===== config.mk =====
export PLATFORM = sky130hd
export DESIGN_NAME = dual_shared_stack
export DESIGN_NICKNAME = d
export VERILOG_FILES = /design/src/rtl/dss_pkg.sv /design/src/rtl/dss_store.sv /design/src/rtl/dss_ctrl.sv /design/src/rtl/dual_shared_stack.sv
export SDC_FILE = /design/constraint.sdc
export NUM_CORES = 2
export LEC_CHECK = 0
export BUFFER_PORTS_ARGS = -buffer_cell sky130_fd_sc_hd__buf_2
export CORE_MARGIN = 2
export CORE_UTILIZATION = 27
export CTS_CLUSTER_DIAMETER = 150
export DETAILED_ROUTE_END_ITERATION = 7
export GPL_TIMING_DRIVEN = 0
export PLACE_DENSITY_LB_ADDON = 0.05
export SLEW_MARGIN = 20
export SYNTH_ARGS = -nofsm -noshare
export SYNTH_HDL_FRONTEND = slang
export SYNTH_SLANG_ARGS = --single-unit

===== constraint.sdc =====
create_clock -name i_clk -period 10.3 [get_ports i_clk]
set_clock_uncertainty 0.2 [all_clocks]
set_input_delay 2.06 -clock i_clk [delete_from_list [all_inputs] [get_ports i_clk]]
set_output_delay 2.06 -clock i_clk [all_outputs]
set_load 0.05 [all_outputs]

===== src/rtl/dss_pkg.sv =====
// Shared types and codes for the dual shared stack.
`default_nettype none
package dss_pkg;

    // Commands carried by an input request
    typedef enum logic [1:0] {
        CMD_PUSH  = 2'd0,
        CMD_POP   = 2'd1,
        CMD_PEEK  = 2'd2,
        CMD_NONE  = 2'd3
    } t_cmd;

    // Status returned with every result
    typedef enum logic [1:0] {
        ST_OK    = 2'd0,
        ST_FULL  = 2'd1,
        ST_EMPTY = 2'd2
    } t_status;

    // Sequencer states
    typedef enum logic [1:0] {
        S_IDLE = 2'b01,
        S_READ = 2'b10
    } t_state;

    // Result load order from the sequencer to the output register
    typedef struct packed {
        logic    load;       // load the output register this cycle
        logic    from_mem;   // take the value from the store read port
        logic    empty_val;  // value is all ones at the data width
        t_status status;
    } t_result;

endpackage
`default_nettype wire


===== src/rtl/dss_store.sv =====
// Element store: one write port, one read port with registered read data.
`default_nettype none
module dss_store #(
    parameter int DEPTH      = 64,
    parameter int DATA_WIDTH = 32,
    parameter int AW         = 6
) (
    input  wire logic                  i_clk,
    input  wire logic                  i_we,
    input  wire logic [AW-1:0]         i_waddr,
    input  wire logic [DATA_WIDTH-1:0] i_wdata,
    input  wire logic                  i_re,
    input  wire logic [AW-1:0]         i_raddr,
    output logic      [DATA_WIDTH-1:0] o_rdata
);

    logic [DATA_WIDTH-1:0] r_mem [DEPTH];
    logic [DATA_WIDTH-1:0] r_rdata;

    // Write one entry
    always_ff @(posedge i_clk) begin
        if (i_we) begin
            r_mem[i_waddr] <= i_wdata;
        end
    end

    // Read one entry, hold the data until the next read
    always_ff @(posedge i_clk) begin
        if (i_re) begin
            r_rdata <= r_mem[i_raddr];
        end
    end

    assign o_rdata = r_rdata;

endmodule
`default_nettype wire


===== src/rtl/dss_ctrl.sv =====
// Stack pointers and request sequencer for the dual shared stack.
`default_nettype none
module dss_ctrl #(
    parameter int DEPTH      = 64,
    parameter int DATA_WIDTH = 32,
    parameter int AW         = 6,
    parameter int CW         = 7
) (
    input  wire logic                  i_clk,
    input  wire logic                  i_rst_n,
    input  wire logic                  i_valid,
    input  wire logic [1:0]            i_command,
    input  wire logic                  i_stack_select,
    input  wire logic [DATA_WIDTH-1:0] i_wdata,
    input  wire logic                  i_out_free,
    output logic                       o_stall,
    output logic                       o_we,
    output logic      [AW-1:0]         o_waddr,
    output logic      [DATA_WIDTH-1:0] o_wdata,
    output logic                       o_re,
    output logic      [AW-1:0]         o_raddr,
    output dss_pkg::t_result           o_result
);

    localparam logic [CW-1:0] DEPTH_C = CW'(DEPTH);

    dss_pkg::t_state r_state, n_state;
    logic [CW-1:0]   r_lower, n_lower;
    logic [CW-1:0]   r_upper, n_upper;

    dss_pkg::t_cmd   w_cmd;
    logic            w_accept;
    logic            w_full;
    logic            w_empty;
    logic [CW-1:0]   w_lower_dec;
    logic [CW-1:0]   w_upper_dec;

    assign w_cmd       = dss_pkg::t_cmd'(i_command);
    assign o_stall     = (r_state != dss_pkg::S_IDLE) || !i_out_free;
    assign w_accept    = i_valid && !o_stall;
    assign w_full      = (r_lower == r_upper);
    assign w_empty     = i_stack_select ? (r_upper == DEPTH_C) : (r_lower == '0);
    assign w_lower_dec = r_lower - CW'(1);
    assign w_upper_dec = r_upper - CW'(1);
    assign o_wdata     = i_wdata;

    // Decode the request, drive the store and move the pointers
    always_comb begin
        n_state  = r_state;
        n_lower  = r_lower;
        n_upper  = r_upper;
        o_we     = 1'b0;
        o_waddr  = r_lower[AW-1:0];
        o_re     = 1'b0;
        o_raddr  = w_lower_dec[AW-1:0];
        o_result = '{load: 1'b0, from_mem: 1'b0, empty_val: 1'b0,
                     status: dss_pkg::ST_OK};
        case (r_state)
            dss_pkg::S_IDLE: begin
                if (w_accept) begin
                    case (w_cmd)
                        dss_pkg::CMD_PUSH: begin
                            o_result.load = 1'b1;
                            if (w_full) begin
                                o_result.status = dss_pkg::ST_FULL;
                            end else if (!i_stack_select) begin
                                o_we    = 1'b1;
                                o_waddr = r_lower[AW-1:0];
                                n_lower = r_lower + CW'(1);
                            end else begin
                                o_we    = 1'b1;
                                o_waddr = w_upper_dec[AW-1:0];
                                n_upper = w_upper_dec;
                            end
                        end
                        dss_pkg::CMD_POP, dss_pkg::CMD_PEEK: begin
                            if (w_empty) begin
                                o_result.load      = 1'b1;
                                o_result.empty_val = 1'b1;
                                o_result.status    = dss_pkg::ST_EMPTY;
                            end else begin
                                o_re    = 1'b1;
                                n_state = dss_pkg::S_READ;
                                if (!i_stack_select) begin
                                    o_raddr = w_lower_dec[AW-1:0];
                                    if (w_cmd == dss_pkg::CMD_POP) begin
                                        n_lower = w_lower_dec;
                                    end
                                end else begin
                                    o_raddr = r_upper[AW-1:0];
                                    if (w_cmd == dss_pkg::CMD_POP) begin
                                        n_upper = r_upper + CW'(1);
                                    end
                                end
                            end
                        end
                        default: begin
                            o_result.load = 1'b1;
                        end
                    endcase
                end
            end
            dss_pkg::S_READ: begin
                // Hand the read data over once the output register frees up
                if (i_out_free) begin
                    o_result.load     = 1'b1;
                    o_result.from_mem = 1'b1;
                    n_state           = dss_pkg::S_IDLE;
                end
            end
            default: begin
                n_state = dss_pkg::S_IDLE;
            end
        endcase
    end

    // Advance state and pointers
    always_ff @(posedge i_clk) begin
        if (!i_rst_n) begin
            r_state <= dss_pkg::S_IDLE;
            r_lower <= '0;
            r_upper <= DEPTH_C;
        end else begin
            r_state <= n_state;
            r_lower <= n_lower;
            r_upper <= n_upper;
        end
    end

endmodule
`default_nettype wire


===== src/rtl/dual_shared_stack.sv =====
// Top level of the dual shared stack: sequencer, element store, output register.
//
// Two stacks share one store of DEPTH words. Stack 0 grows up from entry 0,
// stack 1 grows down from entry DEPTH-1.
// Input channel: i_valid / o_stall carry one request (i_command, i_stack_select,
// i_push_value); a request is taken at an edge with i_valid high, o_stall low.
// Output channel: o_valid / i_stall carry one result (o_read_value, o_status)
// for every request, in request order.
// A push, a refused request or an unused command is loaded into the output
// register at the edge that takes it. A pop or peek on a non-empty stack
// reads the store into its read data register, then waits in the read state
// until the output register is free. Pushes are taken one per cycle while the
// receiver does not stall; one request is in flight at a time.
// Reset (i_rst_n low at a clock edge) empties both stacks and the output
// register; store contents are left as they are.
// While the receiver stalls, the result waits in the output register and
// o_stall stays high until it can be replaced.
`default_nettype none
module dual_shared_stack #(
    parameter int DEPTH      = 64,
    parameter int DATA_WIDTH = 32
) (
    input  wire logic               i_clk,
    input  wire logic               i_rst_n,
    input  wire logic               i_valid,
    output logic                    o_stall,
    input  wire logic [1:0]         i_command,
    input  wire logic               i_stack_select,
    input  wire logic signed [31:0] i_push_value,
    output logic                    o_valid,
    input  wire logic               i_stall,
    output logic signed [31:0]      o_read_value,
    output logic [1:0]              o_status
);

    localparam int AW = $clog2(DEPTH);
    localparam int CW = $clog2(DEPTH + 1);

    logic                  w_out_free;
    logic                  w_we;
    logic                  w_re;
    logic [AW-1:0]         w_waddr;
    logic [AW-1:0]         w_raddr;
    logic [DATA_WIDTH-1:0] w_push_data;
    logic [DATA_WIDTH-1:0] w_wdata;
    logic [DATA_WIDTH-1:0] w_rdata;
    logic [63:0]           w_push_ext;
    logic [63:0]           w_rdata_ext;
    logic [63:0]           w_ones_ext;
    dss_pkg::t_result      w_result;

    logic                  r_out_valid;
    logic [31:0]           r_read_value;
    dss_pkg::t_status      r_status;

    // Fit the push value to the data width
    assign w_push_ext  = 64'($unsigned(i_push_value));
    assign w_push_data = w_push_ext[DATA_WIDTH-1:0];

    // Fit read data and the empty marker to the 32-bit result field
    assign w_rdata_ext = 64'(w_rdata);
    assign w_ones_ext  = 64'({DATA_WIDTH{1'b1}});

    assign w_out_free = !r_out_valid || !i_stall;

    dss_ctrl #(
        .DEPTH      (DEPTH),
        .DATA_WIDTH (DATA_WIDTH),
        .AW         (AW),
        .CW         (CW)
    ) u_ctrl (
        .i_clk          (i_clk),
        .i_rst_n        (i_rst_n),
        .i_valid        (i_valid),
        .i_command      (i_command),
        .i_stack_select (i_stack_select),
        .i_wdata        (w_push_data),
        .i_out_free     (w_out_free),
        .o_stall        (o_stall),
        .o_we           (w_we),
        .o_waddr        (w_waddr),
        .o_wdata        (w_wdata),
        .o_re           (w_re),
        .o_raddr        (w_raddr),
        .o_result       (w_result)
    );

    dss_store #(
        .DEPTH      (DEPTH),
        .DATA_WIDTH (DATA_WIDTH),
        .AW         (AW)
    ) u_store (
        .i_clk   (i_clk),
        .i_we    (w_we),
        .i_waddr (w_waddr),
        .i_wdata (w_wdata),
        .i_re    (w_re),
        .i_raddr (w_raddr),
        .o_rdata (w_rdata)
    );

    // Output valid: set on load, drop once the receiver takes the result
    always_ff @(posedge i_clk) begin
        if (!i_rst_n) begin
            r_out_valid <= 1'b0;
        end else if (w_result.load) begin
            r_out_valid <= 1'b1;
        end else if (!i_stall) begin
            r_out_valid <= 1'b0;
        end
    end

    // Output payload: hold while stalled
    always_ff @(posedge i_clk) begin
        if (w_result.load) begin
            r_status <= w_result.status;
            if (w_result.from_mem) begin
                r_read_value <= w_rdata_ext[31:0];
            end else if (w_result.empty_val) begin
                r_read_value <= w_ones_ext[31:0];
            end else begin
                r_read_value <= '0;
            end
        end
    end

    assign o_valid      = r_out_valid;
    assign o_read_value = $signed(r_read_value);
    assign o_status     = r_status;

endmodule
`default_nettype wire

**Word-level counts from Yosys, hierarchy flattened**

Memory sizes are Yosys's and may differ from the RTL's. A register that Yosys moved wholly into a read port is not among the register bits.
Index checks and enable logic that the tools add are counted.

- Muxes and demuxes: 54
- Reductions and logical operators: 15
- Equal/unequal tests: 19
- Add/subtract/negate cells: 4

Operators with widths:

| kind | count |
|---|---|
| $mux W7 | 10 |
| $mux W32 | 2 |
| $mux W6 | 10 |
| $pmux W7 S2 | 2 |
| $mux W1 | 19 |
| $ne A2 B2 Y1 const B | 8 |
| $reduce_and A8 Y1 | 2 |
| $add A7 B1 Y7 const B | 2 |
| $sub A7 B1 Y7 const B | 2 |
| $mux W2 | 5 |
| $ne A2 B1 Y1 const B | 5 |
| $mux W3 | 3 |
| $pmux W2 S2 | 2 |
| $eq A7 B7 Y1 | 1 |
| $eq A7 B7 Y1 const B | 1 |
| $logic_not A7 Y1 | 1 |
| $eq A2 B1 Y1 const B | 2 |
| $eq A2 B2 Y1 const B | 2 |
| $logic_not A1 Y1 | 4 |
| $reduce_and A4 Y1 | 1 |
| $logic_not A2 Y1 | 1 |
| $logic_or A1 B1 Y1 | 2 |
| $pmux W1 S2 | 1 |
| $reduce_and A2 Y1 | 1 |
| other kinds (3) | 3 |

- Memories kept: 1
- RAM bits: 2,048
- Logic and storage cells: 99
- Output and inout port bits: 36
- Register bits after elaboration: 51
- Bits of input ports: 39

Memory list:

| name | depth | bits a word | rd ports | clocked after Yosys merged registers in | wr ports | RTL line | text |
|---|---|---|---|---|---|---|---|
| u_store.r_mem | 64 | 32 | 1 | 1 | 1 | dss_store.sv:17 | `logic [DATA_WIDTH-1:0] r_mem [DEPTH];` |

**Longest topological paths before layout**

- Word-level depth: 10
- Depth in mapped cells: 17
- Gate-level depth less buffers: 10

**Modules after synthesis**

Synthesis repeated with hierarchy kept, for this count alone.

- Cell total of the unflattened synthesis: 3,689
- Area, all modules: 82,140.0 um^2

By module, submodules not included:

| module | area each (um^2) | cells each | instances |
|---|---|---|---|
| dss_store | 78,840.6 | 3,324 | 1 |
| dss_ctrl | 1,935.6 | 255 | 1 |
| dual_shared_stack | 1,363.8 | 110 | 1 |

**Worst setup path after synthesis**

OpenSTA, ideal clock, no wires.

- Path kind: input to register
- Start point: input port i_command[0]
- End point: memory u_store.r_mem[56][0], enable pin
- Library setup time: 0.421 ns
- Slack: 4.519 ns
- Cell stages on the path: 8
- Arrival: 5.160 ns
- Cells stage by stage: inv_1 -> ha_1 -> nand3_1 -> a211oi_2 -> mux2i_1 -> or3_1 -> clkbuf_1 -> nor2_1

- Cells in the longest elaborated chain, start to end: 6
- Elaborated cells between the ends (all ways): 9
- Classes of those cells: mux: 8; reduce/logical: 1

Ends and longest elaborated chain:

| what | RTL line | text |
|---|---|---|
| from (decl) | dual_shared_stack.sv:27 | `input wire logic [1:0] i_command,` |
| $logic_not A2 Y1 (*) | dss_ctrl.sv:61 | `case (w_cmd)` |
| $mux W1 | dss_ctrl.sv:61 |  |
| $mux W1 | dss_ctrl.sv:60 | `if (w_accept) begin` |
| $mux W1 | dss_ctrl.sv:58 | `case (r_state)` |
| $mux W1 | dss_store.sv:22 | `if (i_we) begin` |
| $mux W1 (implied by the code) | dss_store.sv:23 | `r_mem[i_waddr] <= i_wdata;` |
| to (decl) | dss_store.sv:17 |  |

Mark *: on every way between the ends. The rest lies on a longest branch, timed or not.

**Worst setup path after layout**

- Start point: input port i_command[0]
- End point: register u_store.r_rdata[6] (netlist: u_store.o_rdata[6]) (read register of u_store.r_mem), data pin

- Cells in the longest elaborated chain, start to end: 5
- Elaborated cells between the ends (all ways): 9
- Classes of those cells: eq/ne: 2; mux: 6; reduce/logical: 1

Ends and longest elaborated chain:

| what | RTL line | text |
|---|---|---|
| $eq A2 B2 Y1 / $eq A2 B1 Y1 (equally long branches) | dss_ctrl.sv:61 |  |
| $reduce_or A2 Y1 (*) | dss_ctrl.sv:61 |  |
| $mux W6 / $mux W1 (equally long branches) | dss_ctrl.sv:61 |  |
| $mux W6 / $mux W1 (equally long branches) | dss_ctrl.sv:60 |  |
| $mux W6 / $mux W1 (equally long branches) | dss_ctrl.sv:58 |  |
| to (decl) | dss_store.sv:18 | `logic [DATA_WIDTH-1:0] r_rdata;` |

Marks and branches as above.
A chain may end at the register's enable or synchronous reset.

==> key figures <==
Run status
  • Status: finished, final reports clean

Routing
  • Routed Wire Length: 309,000 um
  • DR iter-0 viols: about 4,400
  • Wire length per cell: between 30 and 40 um
  • Via/cell ratio: 4.80
  • Antenna Nets Post-Route: 0
  • DRC: 0
  • Drt first pass iters: 8
  • Routed vias: 47,300

Die
  • Die Span X: ~560 um
  • Initial core utilization: between 20% and 30%
  • Row cnt: 203
  • Core area: 0.305 mm2
  • Die area: about 0.31 mm2
  • Die Y: 557 um
  • Io pins: 75

Cells and area
  • Fill cells: 29,700
  • Area Growth Syn to Fin: 20.7%
  • Reg area: 0.0638 mm2
  • Finished Cell Area: about 0.1 mm2
  • Layout Cells excl Fill: just under 10,000
  • Most frequent cells in the layout: edfxtp_1 (2,114), nand2_1 (1,062), clkbuf_16 (270)
  • Fin nets: ~5,600
  • Share of layout cells above drive strength 1: ~17%
  • Most common cell after layout, fill and taps aside: edfxtp_1
  • Multi-input gate area: 0.0178 mm2

Critical path
  • Worst Path Required: around 11 ns
  • Critical R2R Launch: u_ctrl.r_upper[0]
  • Critical path data arrival time: 7.87 ns
  • Crit Path Category: in2reg
  • FF-to-FF path depth: 16
  • Worst setup SP type: input pin
  • Critical Path End Type: flop
  • CP max FO: 10
  • R2R Path End: u_store.o_rdata[6]
  • Reg2reg setup slack: 2.95 ns

Synthesis
  • Synthesis Warnings: 0
  • Dominant synthesized flop cell: edfxtp_1
  • Mapped Nets: around 5,100
  • Top cell type's share of synthesized area: 76.8%
  • Cells after Synth: 5,067
  • Mapped Area: between 0.08 and 0.09 mm2
  • Synth area leaders: edfxtp_1 (77%), nand2_1 (4.8%), mux4_2 (4.3%)
  • Ys async rst share: 0%
  • Register area share after synthesis: between 70% and 80%
  • Synth cell types: 66
  • Synth Register Bits: 2,131
  • EDFF count, synth: 2,114
  • Yosys top cell by area: edfxtp_1
  • Post-synthesis area per instance: 16.3 um2

Clocking
  • Clk slew on worst S/H paths: 0.06 ns
  • Clock Sinks: 2,131
  • CTS buffer count: 262
  • CTS max path bufs: 4
  • Setup Fix Bufs, Post-CTS: 0
  • # hold bufs at CTS: 0
  • CTS Root Cell: clkbuf_16
  • CTS tree: built
  • Worst skew pair latency: 0.88 ns
  • Post-CTS resize count: 0
  • Htree depth: 5

STA
  • RSZ-0062 raised after global routing: false
  • Final Cycle Share: around 73%
  • Fin. max-slew vios: 0
  • Actual slew at the worst max-slew pin: 1.40 ns
  • F_max: 0.133 GHz
  • Fin worst setup slack: between 2 and 3 ns
  • Max_slew headroom: ~6.7%
  • Tmin final: roughly 7.5 ns
  • Hold Fails Final Rpt: 0
  • Final setup fails: 0
  • Total negative setup slack: 0 ns

Global routing
  • Tot GR Track Use: 19.7%
  • Maximum number of pins on one net before global-route repair: 65
  • Initial antenna violation count: 40
  • Vias in the first global route: 47,700
  • First-pass GRT wire length: 419,000 um
  • GR Overflow Total: 0

Pwr
  • LEAKAGE: 32.0 nW
  • Peak supply drop: 0.106 mV
  • Pwr Density: 211 mW/mm2
  • Final Power: 21.0 mW

Worst hold path
  • Hold path endpoint: u_ctrl.r_lower[6]
  • Hold path cells: 2
  • Worst min path class: reg2reg
  • Hold path startpoint: u_ctrl.r_lower[6]

Place
  • Place WS: 1.94 ns
  • Routability cong.: 0.828
  • Cells after DPL: 9,385
  • Area after DPL: 0.0919 mm2
  • IO Port Bufs: 72
  • Final HPWL DP: between 200,000 and 250,000 um

Flow run
  • Max-Cap Viols: 0
[registers in the layout, summed over array words and instances (netlist names)]
| signal | count |
|---|---|
| u_ctrl.r_state | 2 |
| u_ctrl.r_upper | 7 |
| o_valid | 1 |
| o_read_value | 32 |
| u_store.o_rdata | 32 |
| u_store.r_mem | 2048 |
| u_ctrl.r_lower | 7 |
| o_status | 2 |
[critical path: stages]
cell and delay, ns:
buf_2 0.09, inv_1 0.05, ha_1 0.27, buf_2 0.24
and2_1 0.20, o2111ai_2 0.21, mux2i_1 0.33, buf_2 0.76
buf_2 0.62, buf_2 0.63, clkbuf_1 0.74, nand2_1 0.11
nand3_1 0.12, nand4_1 0.49, a32o_1 0.58, o31ai_1 0.29
[area by class of cell]
cell class                 count  share of cell area, %
tap                         4100                   5.14
clock buffer                 340                   7.04
sequential                  2131                   64.0
clock inverter               106                  0.681
inverter                      14                 0.0527
timing repair buffer         218                   3.53
multi-input combinational   2598                   17.9
antenna                       31                 0.0778
buffer                       324                   1.60
[synth_stat cells, types with 3 or more instances]
cell type / instances
nand3_1: 264
o31ai_1: 32
xnor2_1: 7
a311oi_1: 3
a31oi_1: 188
o22ai_1: 65
and3_1: 3
buf_4: 19
nand2b_1: 5
a2111oi_0: 31
nor3b_1: 3
mux4_2: 156
mux2i_1: 207
nor2b_1: 3
buf_1: 23
o21ai_0: 11
mux2_2: 3
a22oi_1: 34
a21oi_1: 85
or3_1: 8
nor2_1: 98
xor2_1: 13
nor3_1: 6
nand4_1: 67
a211o_1: 63
clkbuf_1: 179
buf_2: 78
dfxtp_1: 17
a31o_2: 33
a32oi_1: 67
and2_1: 6
a32o_1: 30
ha_1: 9
edfxtp_1: 2114
nand2_1: 1062
buf_6: 22
inv_1: 13
[power by group]
group	switching [mW]	total, mW	internal, mW
logic	2.17	2.85	0.680
clock network	3.64	8.53	4.89
registers	0.0158	9.63	9.61
total	5.83	21.0	15.2
[worst max-delay path by stage]
stage	start	to	slack, ns
after CTS	i_command[0]	u_store.o_rdata[5]	2.90
final	i_command[0]	u_store.o_rdata[6]	2.78
after global routing	i_command[1]	u_store.o_rdata[5]	2.71
after detailed placement	i_command[0]	u_store.o_rdata[5]	1.94
after floorplan	i_command[0]	u_store.r_mem[56][0]	4.52
after global placement	i_command[0]	u_store.o_rdata[10]	-0.85
[per-stage QoR]
stage / hold slack (ns) / utilization (%)
2_1_floorplan: 0.289 / -
3_3_place_gp: 0.325 / 28.9
3_5_place_dp: 0.339 / 30.1
4_1_cts: 0.348 / 32.7
5_1_grt: 0.386 / 32.7
6_report: 0.345 / 32.7
[cell families (layout without fill, tap and decap cells)]
kind of cell               Yosys count  count (layout)  synth area share (%)
DFF                               2131            2131                  77.3
and+or+nand+nor                   1533            1533                  7.70
AOI/OAI and AO/OA                  666             666                  5.83
muxes                              370             370                  6.89
buffers and inverters              338            1002                  1.97
xor gates and xnor gates            20              20                 0.212
adders and majority gates            9               9                 0.136
other                                0              31                     0
[per-layer routing]
| metal | GRT usage [%] | wire length, um | up-vias |
|---|---|---|---|
| li1 | - | - | 20900 |
| met1 | 28.4 | 145000 | 24900 |
| met2 | 30.8 | 141000 | 1245 |
| met3 | 3.41 | 16400 | 308 |
| met4 | 4.41 | 6020 | 2 |
| met5 | 0 | 12 | - |
(Power assumes the default switching activity.)
